File: config.mk
export PLATFORM = sky130hd
export DESIGN_NAME = iprl_ram
export DESIGN_NICKNAME = d
export VERILOG_FILES = /design/src/rtl/assert_macros.svh /design/src/rtl/iprl_ram.sv
export SDC_FILE = /design/constraint.sdc
export NUM_CORES = 2
export LEC_CHECK = 0
export ABC_CLOCK_PERIOD_IN_PS = 2780
export BUFFER_PORTS_ARGS = -buffer_cell sky130_fd_sc_hd__buf_2
export CAP_MARGIN = 20
export CORE_MARGIN = 4
export CORE_UTILIZATION = 50
export CTS_CLUSTER_SIZE = 8
export DETAILED_ROUTE_END_ITERATION = 8
export PLACE_DENSITY = 0.65
export SKIP_LAST_GASP = 1
export SYNTH_ARGS = -nofsm -noshare
export SYNTH_HDL_FRONTEND = slang
export SYNTH_SLANG_ARGS = --single-unit
File: constraint.sdc
create_clock -name clk -period 2.78 [get_ports clk]
set_input_delay 0.556 -clock clk [delete_from_list [all_inputs] [get_ports clk]]
set_output_delay 0.556 -clock clk [all_outputs]
set_load 0.1 [all_outputs]
File: src/rtl/assert_macros.svh
// Assertion macros for the RTL of the range lookup block, included by ip_range_lookup_core.
// Every macro samples on clk and is disabled while rst_n is low.
`ifndef ASSERT_MACROS_SVH
`define ASSERT_MACROS_SVH

// Implication checked at every clock edge outside reset.
`define ASSERT_CLK(label, prop, msg) \
    label: assert property (@(posedge clk) disable iff (!rst_n) prop) else $error(msg);

// Condition that must never be true at a clock edge outside reset.
`define ASSERT_NEVER(label, expr, msg) \
    label: assert property (@(posedge clk) disable iff (!rst_n) !(expr)) else $error(msg);

`endif

File: src/rtl/iprl_ram.sv
// Generic simple dual-port RAM: one write port, one read port with
// registered read data. No dependencies.
`timescale 1ns / 1ps
`default_nettype none

module iprl_ram #(
    parameter int WIDTH = 8,
    parameter int DEPTH = 256
) (
    input  wire logic                     clk,
    input  wire logic                     we,
    input  wire logic [$clog2(DEPTH)-1:0] waddr,
    input  wire logic [WIDTH-1:0]         wdata,
    input  wire logic [$clog2(DEPTH)-1:0] raddr,
    output logic      [WIDTH-1:0]         rdata
);

    logic [WIDTH-1:0] mem [DEPTH];

    // Write port
    always_ff @(posedge clk)
    begin
        if (we)
        begin
            mem[waddr] <= wdata;
        end
    end

    // Registered read port
    always_ff @(posedge clk)
    begin
        rdata <= mem[raddr];
    end

endmodule

`default_nettype wire

==> results.py <==
metrics = {
    "logic_synthesis": {
        "async_flop_share_pct": 0,
        "synth-edff-count": 2048,
        "dominantRegCellSynth": "edfxtp_1",
        "syn-cell-area_sq_um": 79600,
        "synthCells": 3733,
        "syn_avg_cell_area_sq_um": 21.3,
        "synth-seq-cells": 2056,
        "ys_warn_count": 0,
        "synth_cell_types": 55,
        "ys_seq_area_share_pct": 77.5,
        "synthesis.nets": 3759,
    },
    "cts": {
        "postCtsSetupRepairBufs": 0,
        "cts_made_buffers": 307,
        "clk_pin_slew_ns": 0.05,
        "cts-hold-fix-buffers": 0,
        "clkSinkCount": 2056,
        "cts_max_path_buffers": 4,
        "ctsResizeCount": 0,
        "cts_tree": "built",
        "htree_num_levels": 5,
        "clock_latency_ns": 0.90,
        "root_buffer": "clkbuf_16",
    },
    "floorplanning": {
        "die_area_sq_um": 166000,
        "boundaryPins": 34,
        "core_sq_um": 158000,
        "num_rows": 146,
        "start_util_pct": 50.3,
        "die_x_um": 407,
        "fp.dieH_um": 407,
    },
    "timing": {
        "drv_slew": 0,
        "period_minus_slack_ns": 2.73,
        "worstMarginPinSlew_ns": 0.836,
        "skew_ns": 0.0446,
        "period_share_pct": 98.4,
        "setup_viol": 0,
        "finalHoldViolCount": 0,
        "max_freq_mhz": 366,
        "max-slew-margin-rel_pct": 44.1,
        "rsz0062_at_grt": "false",
    },
    "layout": {
        "fin_nets": 4526,
        "final_util_pct": 60.1,
        "fillCellCount": 11114,
        "layout_common_cells": "2048 x edfxtp_1, 577 x buf_4, 454 x mux4_2, 314 x clkbuf_16, 279 x nor2_1",
        "layout-drive-gt1-share_pct": 32.7,
        "multi_input_area_sq_um": 16500,
        "fin_area_sq_um": 95100,
        "syn2layout_area_growth_pct": 19.5,
        "final_common_cell": "edfxtp_1",
        "regArea_sq_um": 61700,
    },
    "worst_setup_path": {
        "worstPathArrival_ns": 3.45,
        "path_common_cell": "buf_4",
        "crit_path_start_kind": "flop",
        "crit_slowest_cell": "a211oi_1",
        "crit_fanout": 1,
        "cp_data_required_time_ns": 3.50,
        "path_cells": "mux4_2 > a22o_1 > a221oi_1 > buf_4 > o221ai_1 > a211oi_1 > buf_4 > nor4_1",
        "crit_type": "reg -> reg",
        "end_kind": "flop",
        "cpPeakStageDelay_ns": 0.57,
    },
    "global_route": {
        "antenna_found_initial": 9,
        "grt_max_degree": 97,
        "grt_usage_pct": 24.8,
        "grt_pass1_wl_um": 295000,
        "grt-ovfl-total": 0,
        "grt_pass1_vias": 42252,
    },
    "detailed_routing": {
        "first_iter_violations": 5611,
        "via_per_inst": 6.26,
        "drt_wl_total_um": 203000,
        "ant_nets": 0,
        "firstDrtPassIters": 7,
        "wl_per_cell_um": 30.7,
        "vias": 41417,
        "drc": 0,
    },
    "job": {
        "maxCapViolCount": 0,
    },
    "worst_hold_path": {
        "worstHoldPathType": "in -> reg",
    },
    "power_and_ir_drop": {
        "power_density_nw_per_um2": 735,
        "ir_drop_v": 0.000651,
        "power_leakage_uw": 0.0311,
    },
    "placement": {
        "dpl-instance-area_sq_um": 87000,
        "gp_congestion": 0.852,
        "place_hpwl_um": 130000,
        "io_buffer_count": 33,
    },
    "status": {
        "run_status": "finished, final reports clean",
    },
}
-- layer usage --
layer | global-route usage (%) | wire length, um
met1 | 35.3 | 79500
met2 | 38.9 | 97300
met3 | 5.50 | 19800
met4 | 8.02 | 6400
met5 | 0 | 0
-- cells by family (layout without fill, tap and decap cells) --
kind of cell / Yosys count / after routing / share of synthesized area [%]
DFF: 2056 / 2056 / 77.5
muxes: 591 / 591 / 14.6
and+or+nand+nor: 466 / 466 / 2.63
AOI/OAI and AO/OA: 385 / 385 / 3.42
buffers and inverters: 235 / 1041 / 1.83
other: 0 / 6 / 0
-- flip-flops by register name, indices dropped and copies added, names as in the netlist --
signal,cells
mem,2048
rdata,8
-- power breakdown --
part	internal (uW)	leakage, uW	switching [uW]
sequential	34300	0.0185	67.1
combinational	1430	0.00867	2270
clock	19800	0.00394	12100
-- synth_stat cells (3+ instances only) --
cell      number  area share, %
o22ai_1       28           0.22
buf_6         21           0.30
a211oi_1      16           0.15
nand2b_1       8          0.063
nor2_1       282            1.3
o21ai_0       10          0.063
nor4_2         3          0.047
clkbuf_1     111           0.52
a21oi_1       96           0.60
mux4_2       454             13
buf_8         13           0.25
o221ai_1      46           0.51
a221oi_1      13           0.14
buf_2         31           0.20
dfxtp_1        8           0.20
a22oi_1      133            1.3
buf_4         27           0.25
a22o_1         8          0.088
nor3_1        22           0.14
nand3_1       34           0.21
o22a_1         5          0.055
or2_2          4          0.031
nor2b_1       31           0.24
nor4_1        24           0.19
o32ai_1        4          0.044
nand2_1       33           0.16
nand4_1       10          0.079
buf_12         8           0.20
buf_1         22           0.10
and2_1         6          0.047
edfxtp_1    2048             77
o211ai_1      10          0.094
mux2i_1      134            1.7
-- path summary, 6_finish.rpt --
check | start | endpoint | slack (ns) | cells after the start
max reg2reg | mem[27][5] | rdata[5] | 0.05 | 8
max | mem[27][5] | rdata[5] | 0.05 | 8
min reg2reg | mem[40][3] | rdata[3] | 1.11 | 7
min | wdata[2] | mem[82][2] | 0.10 | 1
-- area by class of cell --
type	count	share of cell area [%]
sequential	2056	64.9
antenna	6	0.0158
timing repair buffer	691	6.57
multi-input combinational	1442	17.3
inverter	2	0.00790
clock inverter	9	0.100
clock buffer	339	8.37
tap	2072	2.73
-- stage by stage --
stage / setup TNS [ns] / hold WS (ns) / setup WS, ns / cells / total power, uW
2_1_floorplan: 0 / 0.655 / 0.286 / 3733 / 36700
3_3_place_gp: -4.07 / 0.998 / -0.694 / 6263 / 38500
3_5_place_dp: -4.23 / 1.00 / -0.706 / 6263 / 38600
4_1_cts: 0 / 0.0601 / 0.118 / 6611 / 70400
5_1_grt: 0 / 0.0658 / 0.0533 / 6611 / 71900
6_report: 0 / 0.100 / 0.0455 / 6617 / 69900
-- worst max-delay path: cells and delay by family, from the launching register on --
family                 cells  cell delay (ns)
multiplexers               1             0.49
AND/OR/NAND/NOR            1             0.04
flip-flops                 1             0.35
AO/OA/AOI/OAI              4             1.31
buffers and inverters      2             0.41
Note: power is estimated with default switching activity, not from simulation.
